### config.mk
export PLATFORM = sky130hd
export DESIGN_NAME = fraction_arithmetic_unit_top_flat
export DESIGN_NICKNAME = d
export VERILOG_FILES = /design/src/hw/rtl/fau_pkg.sv /design/src/hw/rtl/fau_if.sv /design/src/hw/rtl/fau_ctrl.sv /design/src/hw/rtl/fau_dp.sv /design/src/hw/rtl/fraction_arithmetic_unit_top.sv /design/src/flat_wrapper.sv
export SDC_FILE = /design/constraint.sdc
export NUM_CORES = 2
export LEC_CHECK = 0
export ABC_CLOCK_PERIOD_IN_PS = 10000
export CAP_MARGIN = 10
export CORE_MARGIN = 4
export CORE_UTILIZATION = 59
export DETAILED_ROUTE_END_ITERATION = 7
export DONT_BUFFER_PORTS = 1
export GPL_TIMING_DRIVEN = 0
export PLACE_DENSITY = 0.78
export SYNTH_ARGS = -nofsm -noshare
export SYNTH_HDL_FRONTEND = slang
export SYNTH_HIERARCHICAL = 1
export SYNTH_SLANG_ARGS = --single-unit
### constraint.sdc
create_clock -name clk -period 10 [get_ports clk]
set_input_delay 2 -clock clk [delete_from_list [all_inputs] [get_ports clk]]
set_output_delay 2 -clock clk [all_outputs]
set_load 0.01 [all_outputs]
### src/hw/rtl/fau_pkg.sv
// Fraction arithmetic unit: shared constants, operation codes and the
// command and status records between controller and datapath. No dependencies.
`default_nettype none

package fau_pkg;

  localparam int DATA_WIDTH = 32;
  localparam int SHIFT_W    = $clog2(DATA_WIDTH);
  localparam int STEP_W     = $clog2(DATA_WIDTH + 1);

  typedef logic signed [DATA_WIDTH-1:0] word_t;
  typedef logic [DATA_WIDTH-1:0]        mag_t;
  typedef logic [2:0]                   mode_t;
  typedef logic [1:0]                   mul_sel_t;

  localparam mode_t MODE_ADD        = 3'd0;
  localparam mode_t MODE_INT_PLUS   = 3'd1;
  localparam mode_t MODE_INT_MINUS  = 3'd2;
  localparam mode_t MODE_FRAC_MINUS = 3'd3;
  localparam mode_t MODE_NEGATE     = 3'd4;
  localparam mode_t MODE_INC        = 3'd5;
  localparam mode_t MODE_DEC        = 3'd6;
  localparam mode_t MODE_REDUCE     = 3'd7;

  localparam mul_sel_t MUL_NA_DB = 2'd0;
  localparam mul_sel_t MUL_DA_NB = 2'd1;
  localparam mul_sel_t MUL_DA_DB = 2'd2;
  localparam mul_sel_t MUL_K_DA  = 2'd3;

  typedef struct packed {
    logic     load;
    logic     mul;
    mul_sel_t mul_sel;
    logic     gcd_step;
    logic     div_init;
    logic     div_step;
    logic     res_load;
  } cmd_t;

  typedef struct packed {
    mode_t mode;
    logic  zero_part;
    logic  gcd_done;
    logic  div_done;
  } status_t;

endpackage

`default_nettype wire

### src/hw/rtl/fau_if.sv
// Fraction arithmetic unit: valid/ready channel interfaces for the operand
// request and the result. Depends on fau_pkg.
`default_nettype none

interface fau_op_if;
  logic                valid;
  logic                ready;
  fau_pkg::mode_t      mode;
  fau_pkg::word_t      num_a;
  fau_pkg::word_t      den_a;
  fau_pkg::word_t      num_b;
  fau_pkg::word_t      den_b;
  fau_pkg::word_t      whole_value;

  modport source (output valid, mode, num_a, den_a, num_b, den_b, whole_value,
                  input ready);
  modport sink   (input valid, mode, num_a, den_a, num_b, den_b, whole_value,
                  output ready);
endinterface

interface fau_res_if;
  logic           valid;
  logic           ready;
  fau_pkg::word_t res_num;
  fau_pkg::word_t res_den;

  modport source (output valid, res_num, res_den, input ready);
  modport sink   (input valid, res_num, res_den, output ready);
endinterface

`default_nettype wire

### src/hw/rtl/fau_ctrl.sv
// Fraction arithmetic unit controller: sequences multiplies, gcd and divide
// steps and owns the handshakes. Depends on fau_pkg.
`default_nettype none

module fau_ctrl (
  input  wire logic             clk,
  input  wire logic             rst,
  input  wire logic             op_valid,
  output logic                  op_ready,
  output logic                  res_valid,
  input  wire logic             res_ready,
  input  wire fau_pkg::status_t status,
  output fau_pkg::cmd_t         cmd
);

  localparam logic [2:0] S_IDLE  = 3'd0;
  localparam logic [2:0] S_DISP  = 3'd1;
  localparam logic [2:0] S_MUL   = 3'd2;
  localparam logic [2:0] S_GCD   = 3'd3;
  localparam logic [2:0] S_DINIT = 3'd4;
  localparam logic [2:0] S_DIV   = 3'd5;
  localparam logic [2:0] S_FIN   = 3'd6;

  logic [2:0]        state, state_next;
  fau_pkg::mul_sel_t mul_step, mul_step_next;

  assign op_ready = (state == S_IDLE);

  always_comb begin
    cmd           = '0;
    state_next    = state;
    mul_step_next = mul_step;
    case (state)
      S_IDLE: begin
        if (op_valid) begin
          cmd.load   = 1'b1;
          state_next = S_DISP;
        end
      end
      S_DISP: begin
        case (status.mode)
          fau_pkg::MODE_ADD: begin
            state_next    = S_MUL;
            mul_step_next = fau_pkg::MUL_NA_DB;
          end
          fau_pkg::MODE_INT_PLUS, fau_pkg::MODE_INT_MINUS,
          fau_pkg::MODE_FRAC_MINUS: begin
            state_next    = S_MUL;
            mul_step_next = fau_pkg::MUL_K_DA;
          end
          fau_pkg::MODE_REDUCE: begin
            state_next = status.zero_part ? S_FIN : S_GCD;
          end
          default: state_next = S_FIN;
        endcase
      end
      S_MUL: begin
        cmd.mul     = 1'b1;
        cmd.mul_sel = mul_step;
        if (mul_step == fau_pkg::MUL_DA_DB || mul_step == fau_pkg::MUL_K_DA) begin
          state_next = S_FIN;
        end else begin
          mul_step_next = fau_pkg::mul_sel_t'(mul_step + 2'd1);
        end
      end
      S_GCD: begin
        if (status.gcd_done) begin
          state_next = S_DINIT;
        end else begin
          cmd.gcd_step = 1'b1;
        end
      end
      S_DINIT: begin
        cmd.div_init = 1'b1;
        state_next   = S_DIV;
      end
      S_DIV: begin
        if (status.div_done) begin
          state_next = S_FIN;
        end else begin
          cmd.div_step = 1'b1;
        end
      end
      S_FIN: begin
        if (!res_valid || res_ready) begin
          cmd.res_load = 1'b1;
          state_next   = S_IDLE;
        end
      end
      default: state_next = S_IDLE;
    endcase
  end

  always_ff @(posedge clk) begin
    if (rst) begin
      state     <= S_IDLE;
      mul_step  <= fau_pkg::MUL_NA_DB;
      res_valid <= 1'b0;
    end else begin
      state    <= state_next;
      mul_step <= mul_step_next;
      if (cmd.res_load) begin
        res_valid <= 1'b1;
      end else if (res_ready) begin
        res_valid <= 1'b0;
      end
    end
  end

endmodule

`default_nettype wire

### src/hw/rtl/fau_dp.sv
// Fraction arithmetic unit datapath: operand registers, shared multiplier,
// binary gcd, paired restoring divider and result register. Depends on fau_pkg.
`default_nettype none

module fau_dp (
  input  wire logic           clk,
  input  wire fau_pkg::cmd_t  cmd,
  output fau_pkg::status_t    status,
  input  wire fau_pkg::mode_t mode,
  input  wire fau_pkg::word_t num_a,
  input  wire fau_pkg::word_t den_a,
  input  wire fau_pkg::word_t num_b,
  input  wire fau_pkg::word_t den_b,
  input  wire fau_pkg::word_t whole_value,
  output fau_pkg::word_t      res_num,
  output fau_pkg::word_t      res_den
);

  localparam int W = fau_pkg::DATA_WIDTH;

  function automatic fau_pkg::mag_t mag_of(input fau_pkg::word_t v);
    return v[W-1] ? fau_pkg::mag_t'(-v) : fau_pkg::mag_t'(v);
  endfunction

  fau_pkg::mode_t                   mode_r;
  fau_pkg::word_t                   na, da, nb, db, kw;
  fau_pkg::word_t                   pa, pb, pd;
  fau_pkg::mag_t                    ga, gb, g;
  logic [fau_pkg::SHIFT_W-1:0]      gk;
  logic                             zero_part;
  fau_pkg::mag_t                    qn, qd, rmn, rmd;
  logic [fau_pkg::STEP_W-1:0]       dcnt;

  fau_pkg::mag_t                    mul_a, mul_b, prod;
  fau_pkg::mag_t                    ga_next, gb_next;
  logic [fau_pkg::SHIFT_W-1:0]      gk_next;
  logic [W:0]                       shn, shd;
  logic                             gen, ged;
  fau_pkg::word_t                   rn_next, rd_next;
  fau_pkg::mag_t                    mag_in_n, mag_in_d;

  assign mag_in_n = mag_of(num_a);
  assign mag_in_d = mag_of(den_a);

  always_comb begin
    case (cmd.mul_sel)
      fau_pkg::MUL_NA_DB: begin mul_a = na; mul_b = db; end
      fau_pkg::MUL_DA_NB: begin mul_a = da; mul_b = nb; end
      fau_pkg::MUL_DA_DB: begin mul_a = da; mul_b = db; end
      default:            begin mul_a = kw; mul_b = da; end
    endcase
  end

  assign prod = mul_a * mul_b;

  always_comb begin
    ga_next = ga;
    gb_next = gb;
    gk_next = gk;
    if (!ga[0] && !gb[0]) begin
      ga_next = ga >> 1;
      gb_next = gb >> 1;
      gk_next = gk + fau_pkg::SHIFT_W'(1);
    end else if (!ga[0]) begin
      ga_next = ga >> 1;
    end else if (!gb[0]) begin
      gb_next = gb >> 1;
    end else if (ga >= gb) begin
      ga_next = (ga - gb) >> 1;
    end else begin
      gb_next = (gb - ga) >> 1;
    end
  end

  assign shn = {rmn, qn[W-1]};
  assign shd = {rmd, qd[W-1]};
  assign gen = (shn >= {1'b0, g});
  assign ged = (shd >= {1'b0, g});

  always_comb begin
    rd_next = da;
    case (mode_r)
      fau_pkg::MODE_ADD: begin
        rn_next = pa + pb;
        rd_next = pd;
      end
      fau_pkg::MODE_INT_PLUS:   rn_next = na + pa;
      fau_pkg::MODE_INT_MINUS:  rn_next = pa - na;
      fau_pkg::MODE_FRAC_MINUS: rn_next = na - pa;
      fau_pkg::MODE_NEGATE:     rn_next = -na;
      fau_pkg::MODE_INC:        rn_next = na + da;
      fau_pkg::MODE_DEC:        rn_next = na - da;
      fau_pkg::MODE_REDUCE: begin
        if (zero_part) begin
          rn_next = na;
        end else begin
          rn_next = na[W-1] ? fau_pkg::word_t'(-qn) : fau_pkg::word_t'(qn);
          rd_next = da[W-1] ? fau_pkg::word_t'(-qd) : fau_pkg::word_t'(qd);
        end
      end
      default: rn_next = na;
    endcase
  end

  always_ff @(posedge clk) begin
    if (cmd.load) begin
      mode_r    <= mode;
      na        <= num_a;
      da        <= den_a;
      nb        <= num_b;
      db        <= den_b;
      kw        <= whole_value;
      ga        <= mag_in_n;
      gb        <= mag_in_d;
      gk        <= '0;
      zero_part <= (mag_in_n == '0) || (mag_in_d == '0);
    end
    if (cmd.mul) begin
      case (cmd.mul_sel)
        fau_pkg::MUL_DA_NB: pb <= prod;
        fau_pkg::MUL_DA_DB: pd <= prod;
        default:            pa <= prod;
      endcase
    end
    if (cmd.gcd_step) begin
      ga <= ga_next;
      gb <= gb_next;
      gk <= gk_next;
    end
    if (cmd.div_init) begin
      g    <= (ga | gb) << gk;
      qn   <= mag_of(na);
      qd   <= mag_of(da);
      rmn  <= '0;
      rmd  <= '0;
      dcnt <= '0;
    end
    if (cmd.div_step) begin
      qn   <= {qn[W-2:0], gen};
      qd   <= {qd[W-2:0], ged};
      rmn  <= gen ? fau_pkg::mag_t'(shn - {1'b0, g}) : shn[W-1:0];
      rmd  <= ged ? fau_pkg::mag_t'(shd - {1'b0, g}) : shd[W-1:0];
      dcnt <= dcnt + fau_pkg::STEP_W'(1);
    end
    if (cmd.res_load) begin
      res_num <= rn_next;
      res_den <= rd_next;
    end
  end

  assign status.mode      = mode_r;
  assign status.zero_part = zero_part;
  assign status.gcd_done  = (ga == '0) || (gb == '0);
  assign status.div_done  = (dcnt == fau_pkg::STEP_W'(W));

endmodule

`default_nettype wire

### src/hw/rtl/fraction_arithmetic_unit_top.sv
// Fraction arithmetic unit top level: joins controller and datapath to the
// operand and result channels. Depends on fau_pkg, fau_if, fau_ctrl, fau_dp.
//
// One request is in flight at a time; a finished result waits in the output
// register while the next request is accepted. Negate, increment and
// decrement use no multiplier pass; the integer plus/minus modes and fraction
// minus use one pass through the shared 32x32 multiplier and add uses three
// multiplier passes. Reduce skips gcd and divider when either part is zero.
// Otherwise it runs S binary gcd steps (at most 2*W, one step per cycle) and
// then the paired restoring divider of length W = 32, which produces both
// quotients at one bit per cycle.
`default_nettype none

module fraction_arithmetic_unit_top (
  input wire logic clk,
  input wire logic rst,
  fau_op_if.sink   operands,
  fau_res_if.source results
);

  fau_pkg::cmd_t    cmd;
  fau_pkg::status_t status;
  logic             res_valid;
  logic             op_ready;

  fau_ctrl u_ctrl (
    .clk       (clk),
    .rst       (rst),
    .op_valid  (operands.valid),
    .op_ready  (op_ready),
    .res_valid (res_valid),
    .res_ready (results.ready),
    .status    (status),
    .cmd       (cmd)
  );

  fau_dp u_dp (
    .clk         (clk),
    .cmd         (cmd),
    .status      (status),
    .mode        (operands.mode),
    .num_a       (operands.num_a),
    .den_a       (operands.den_a),
    .num_b       (operands.num_b),
    .den_b       (operands.den_b),
    .whole_value (operands.whole_value),
    .res_num     (results.res_num),
    .res_den     (results.res_den)
  );

  assign operands.ready = op_ready;
  assign results.valid  = res_valid;

endmodule

`default_nettype wire

### src/flat_wrapper.sv
// flat-port wrapper written by rule: the top's interface ports become plain ports
module fraction_arithmetic_unit_top_flat 
  (clk, rst, operands_valid, operands_mode, operands_num_a, operands_den_a, operands_num_b, operands_den_b, operands_whole_value, operands_ready, results_valid, results_res_num, results_res_den, results_ready);
  fau_op_if operands_i ();
  fau_res_if results_i ();
  input wire logic clk;
  input wire logic rst;
  input wire logic [$bits(operands_i.valid)-1:0] operands_valid;
  input wire logic [$bits(operands_i.mode)-1:0] operands_mode;
  input wire logic [$bits(operands_i.num_a)-1:0] operands_num_a;
  input wire logic [$bits(operands_i.den_a)-1:0] operands_den_a;
  input wire logic [$bits(operands_i.num_b)-1:0] operands_num_b;
  input wire logic [$bits(operands_i.den_b)-1:0] operands_den_b;
  input wire logic [$bits(operands_i.whole_value)-1:0] operands_whole_value;
  output wire logic [$bits(operands_i.ready)-1:0] operands_ready;
  output wire logic [$bits(results_i.valid)-1:0] results_valid;
  output wire logic [$bits(results_i.res_num)-1:0] results_res_num;
  output wire logic [$bits(results_i.res_den)-1:0] results_res_den;
  input wire logic [$bits(results_i.ready)-1:0] results_ready;
  assign operands_i.valid = operands_valid;
  assign operands_i.mode = operands_mode;
  assign operands_i.num_a = operands_num_a;
  assign operands_i.den_a = operands_den_a;
  assign operands_i.num_b = operands_num_b;
  assign operands_i.den_b = operands_den_b;
  assign operands_i.whole_value = operands_whole_value;
  assign operands_ready = operands_i.ready;
  assign results_valid = results_i.valid;
  assign results_res_num = results_i.res_num;
  assign results_res_den = results_i.res_den;
  assign results_i.ready = results_ready;
  fraction_arithmetic_unit_top u_core (.clk(clk), .rst(rst), .operands(operands_i), .results(results_i));
endmodule
### Yosys cells after proc, flatten, opt, wreduce, memory -nomap -nowiden

Index checks and enable logic that the tools add are counted.
W data, S select, Z words.

* equality and inequality tests: 30
* order comparisons: 3
* multipliers: 1
* bitwise logic cells: 2
* reduce and logical (&&, ||, !) cells: 32
* shift operators: 1
* add/subtract/negate cells: 19
* multiplexer cells: 61
* divide/modulo/power cells: 0

Operator list (count)
* $mux W32: 29
* $pmux W32 S8: 1
* $sub A32 B32 Y32: 7
* $neg A32 Y32: 6
* $pmux W32 S2: 3
* $logic_not A32 Y1: 4
* $add A32 B32 Y32: 3
* $ge A33 B32 Y1: 2
* $ge A32 B32 Y1: 1
* $mul A32 B32 Y32: 1
* $or A32 B32 Y32: 1
* $shl A32 B5 Y32: 1
* $eq A3 B3 Y1 const B: 7
* $mux W3: 7
* $pmux W3 S7: 1
* $mux W5: 3
* $eq A3 B2 Y1 const B: 4
* $mux W6: 2
* $ne A4 B4 Y1 const B: 3
* $mux W1: 11
* $ne A2 B2 Y1 const B: 5
* $reduce_and A2 Y1: 5
* $reduce_and A3 Y1: 3
* $pmux W2 S2: 2
* 22 further kinds: 37

* ROM bits: 0
* input port bits: 167
* bits in latches: 0
* memory bits (writable): 0
* memories: 0
* register bits after elaboration: 565

### Depth between registers and ports, before layout

* word-level depth: 6
* gate-level depth with buffers: 39

### By module

The synthesis kept the hierarchy.

By module, submodules not included
* fau_dp: cells an instance 6304, sequential area each 16786.1 sq um, instances 1, area each 57264.9 sq um
* fau_ctrl: cells an instance 58, sequential area each 120.1 sq um, instances 1, area each 475.5 sq um

### Worst setup path before layout

OpenSTA, ideal clock, no wires.

* kind: reg2reg
* start point: reg u_core.u_ctrl.state[1]
* end point: reg u_core.u_dp.pa[31] (data pin)
* buffers on the path: 7
* slack: 293 ps
* clock period less this slack: 9707 ps
* data arrival time: 9438 ps
* stages on the path, launching flop included: 35
* data required time: 9731 ps
* path through: dfxtp_1 -> or3b_4 -> inv_1 -> and2_1 -> ha_1 -> clkbuf_1 -> clkbuf_1 -> buf_1 -> clkbuf_1 -> clkbuf_1 -> clkbuf_1 -> o21a_1 -> clkbuf_1 -> nor2_1 -> fa_1 -> inv_1 -> fa_1 -> fa_1 -> fa_1 -> inv_1 -> ha_1 -> ha_1 -> fa_1 -> fa_1 -> ha_1 -> or4_1 -> a21oi_1 -> o21ai_0 -> o31ai_1 -> a211oi_1 -> and3_1 -> o41ai_1 -> o21bai_1 -> a21oi_1 -> xnor2_1

RTL lines
* start: declaration: line fau_ctrl.sv:24 `logic [2:0] state, state_next;`
* start signal: assignment: line fau_ctrl.sv:100 `state <= state_next;`
* end signal: assignment: line fau_dp.sv:122 `default: pa <= prod;`
* end: declaration: line fau_dp.sv:27 `fau_pkg::word_t pa, pb, pd;`

==> impl_metrics.json <==
{
  "htree_num_levels": 2,
  "avgSynthCellArea_um2": 9.08,
  "grt_pass1_vias": 49500,
  "grt_pass1_wl_um": 324000,
  "cts_sinks": 565,
  "cp_common_cell": "fa_1",
  "worstPathArrival_ns": 10.37,
  "setup_violations": 0,
  "cp-start-kind": "flop",
  "fin_hold_ws_ns": 0.569,
  "wire_per_inst_um": 28.9,
  "initial_core_util_pct": 59.6,
  "dp_hpwl_um": 181000,
  "synth.area.top_cells": "edfxtp_1 29%, fa_1 14%, ha_1 7.9%, nand2_1 4.5%, xnor2_1 4.4%",
  "synthCells": 6362,
  "grt_overflow": 0,
  "rr_endpoint": "u_core/u_dp/pa[31]",
  "yosys.area_share.simple_pct": 15.6,
  "io_pins": 233,
  "fin_nets": 7399,
  "drv_slew": 0,
  "crit_slowest_cell": "o21ai_2",
  "die_area_um2": 103000,
  "synth_common_cells": "687 x nand2_1, 640 x nor2_1, 603 x inv_1, 559 x edfxtp_1, 414 x fa_1",
  "min_path_cells": 1,
  "hold_violations": 0,
  "status": "finished, final reports clean",
  "layout_worst_path_cycle_share_pct": 99.7,
  "via_count": 52500,
  "core_area_um2": 96900,
  "final_layout_size_suffix_gt1_share_pct": 6.80,
  "grt_max_degree": 82,
  "worstSetupEndpointType": "flop",
  "stdcell_count": 7796,
  "path_class": "reg -> reg",
  "globalplace.congestion": 1.11,
  "synth_compound_area_share_pct": 17.0,
  "required_ns": 10.40,
  "syn_area_um2": 57700,
  "io_buffers": 0,
  "min_path_type": "reg -> reg",
  "synthMuxAreaShare_pct": 2.19,
  "grt_antenna_before_repair": 17,
  "worstMarginPinSlew_ns": 1.39,
  "row_count": 114,
  "holdPathEnd": "u_core/u_ctrl/mul_step[0]",
  "synth_nets": 7307,
  "clkLatencyLatePin_ns": 0.70,
  "utilization_pct": 64.7,
  "drc": 0,
  "synth-adder-area-share_pct": 22.2,
  "fin_crit_ns": 9.97,
  "path_clk_slew_ns": 0.06,
  "via_per_inst": 6.74,
  "place_inst": 7654,
  "grtUsageTotal_pct": 42.7,
  "finClkSkew_ns": 0.0536,
  "yosysWarningCount": 6,
  "dieWidth_um": 321,
  "relSlewSlack_pct": 7.07,
  "die_height_um": 321,
  "synth.most_common_cell": "nand2_1",
  "synth-seq-cells": 565,
  "critPathMaxStageDelay_ns": 0.66,
  "ys.flop_type": "edfxtp_1",
  "ctsHoldBuffers": 0,
  "synth_top_area_share_pct": 29.1,
  "reg2reg_from": "u_core/u_ctrl/state[0]",
  "synth_top_cell_by_area": "edfxtp_1",
  "cts_tree": "yes",
  "cts_buffers": 59,
  "cts_buffer_depth": 3,
  "drt_iter0_markers": 7538,
  "critPathMaxFanout": 10,
  "r2r_cells": 31,
  "rrSetupSlack_ns": 0.03,
  "min_from": "u_core/u_ctrl/mul_step[0]",
  "drt_first_pass_iters": 8,
  "syn_to_final_growth_pct": 8.59,
  "routed_wirelength_um": 225000,
  "fill_cells": 8003,
  "critPathLaunch": "u_core/u_ctrl/state[0]",
  "synth_edf_count": 559,
  "root_buffer": "clkbuf_16",
  "ant_nets": 0,
  "synth_top_family_by_area": "adder cells",
  "async_flop_share_pct": 0,
  "design_area_um2": 62700,
  "ys_types": 106,
  "dpl_cell_area_um2": 59700,
  "max_freq_mhz": 100,
  "synthXorXnorAreaFrac_pct": 7.55,
  "drv_cap": 0,
  "ys_seq_area_share_pct": 29.3
}
==> worst max-delay path by stage <==
stage | cells past startpoint | endpoint
floorplan | 34 | u_core/u_dp/pa[31]
global placement | 33 | u_core/u_dp/pa[31]
detailed placement | 35 | u_core/u_dp/pa[31]
CTS | 32 | u_core/u_dp/pd[24]
global route | 36 | u_core/u_dp/pa[30]
finish | 31 | u_core/u_dp/pa[31]
==> timing repair <==
action,in CTS,in global routing
buffers inserted,11,17
hold endpoints to repair,0,0
gates resized for setup,194,103
pin swaps,15,12
endpoints found under the setup margin,63,33
==> routing by layer <==
metal	vias to the layer above	wire [µm]	global-route usage, %	part of all wire, %
met4	10	16600	24.7	7.4
met3	924	30600	13.6	14
met2	3965	94900	63.2	42
met1	25200	82900	55.3	37
li1	22400	-	-	-
met5	-	203	2.22	0.090
==> layout by cell type (no fill, tap or decap), types with 53 or more instances in the layout <==
| master | instances |
|---|---|
| nand2_1 | 687 |
| nor2_1 | 638 |
| inv_1 | 602 |
| edfxtp_1 | 559 |
| fa_1 | 412 |
| a21oi_1 | 366 |
| ha_1 | 360 |
| o21ai_0 | 345 |
| xnor2_1 | 282 |
| clkbuf_1 | 232 |
| xor2_1 | 203 |
| a22oi_1 | 120 |
| nor3_1 | 93 |
| a21o_1 | 76 |
| nand3_1 | 74 |
| nor2b_1 | 69 |
| or3_1 | 69 |
| nor4_1 | 63 |
| o21a_1 | 62 |
| nand2b_1 | 60 |
| clkbuf_16 | 59 |
| o22ai_1 | 53 |
==> kinds of logic after synthesis <==
family                   Yosys count
XOR/XNOR                         496
adder cells (fa/ha/maj)          778
buffers and inverters            940
AO/OA/AOI/OAI                   1529
multiplexers                      91
AND/OR/NAND/NOR                 1963
flip-flops                       565
==> final cells by class <==
cell class              instances  area, µm²  share of cell area, %
flip-flops and latches        565      16900                   27.0
multi-input cells            4857      37900                   60.5
clock inverters                40        360                  0.575
well taps                    1276       1600                   2.55
diodes                         16       40.0                 0.0639
plain buffers                 320       1470                   2.34
inverters                     605       2270                   3.63
clock buffers                  71       1580                   2.52
repair buffers                 46        532                  0.848
==> per-stage QoR <==
stage          worst slack (ns)  setup TNS [ns]
2_1_floorplan             0.293               0
3_3_place_gp              -3.23         -139.83
3_5_place_dp              -3.14         -101.48
4_1_cts                 0.00123               0
5_1_grt                 -0.0407          -0.168
6_report                 0.0279               0
==> critical path, delay by kind of cell, from the launching register on <==
| kind | cells | cell delay [ns] |
|---|---|---|
| fa+ha+maj | 9 | 4.48 |
| flops | 1 | 0.36 |
| compound gates | 2 | 0.93 |
| simple gates | 3 | 0.79 |
| buf+inv | 8 | 0.81 |
| xor+xnor | 9 | 2.29 |
Power is not shown: default switching activity piles up to over one toggle a cycle in this logic, so the estimate is an artifact.
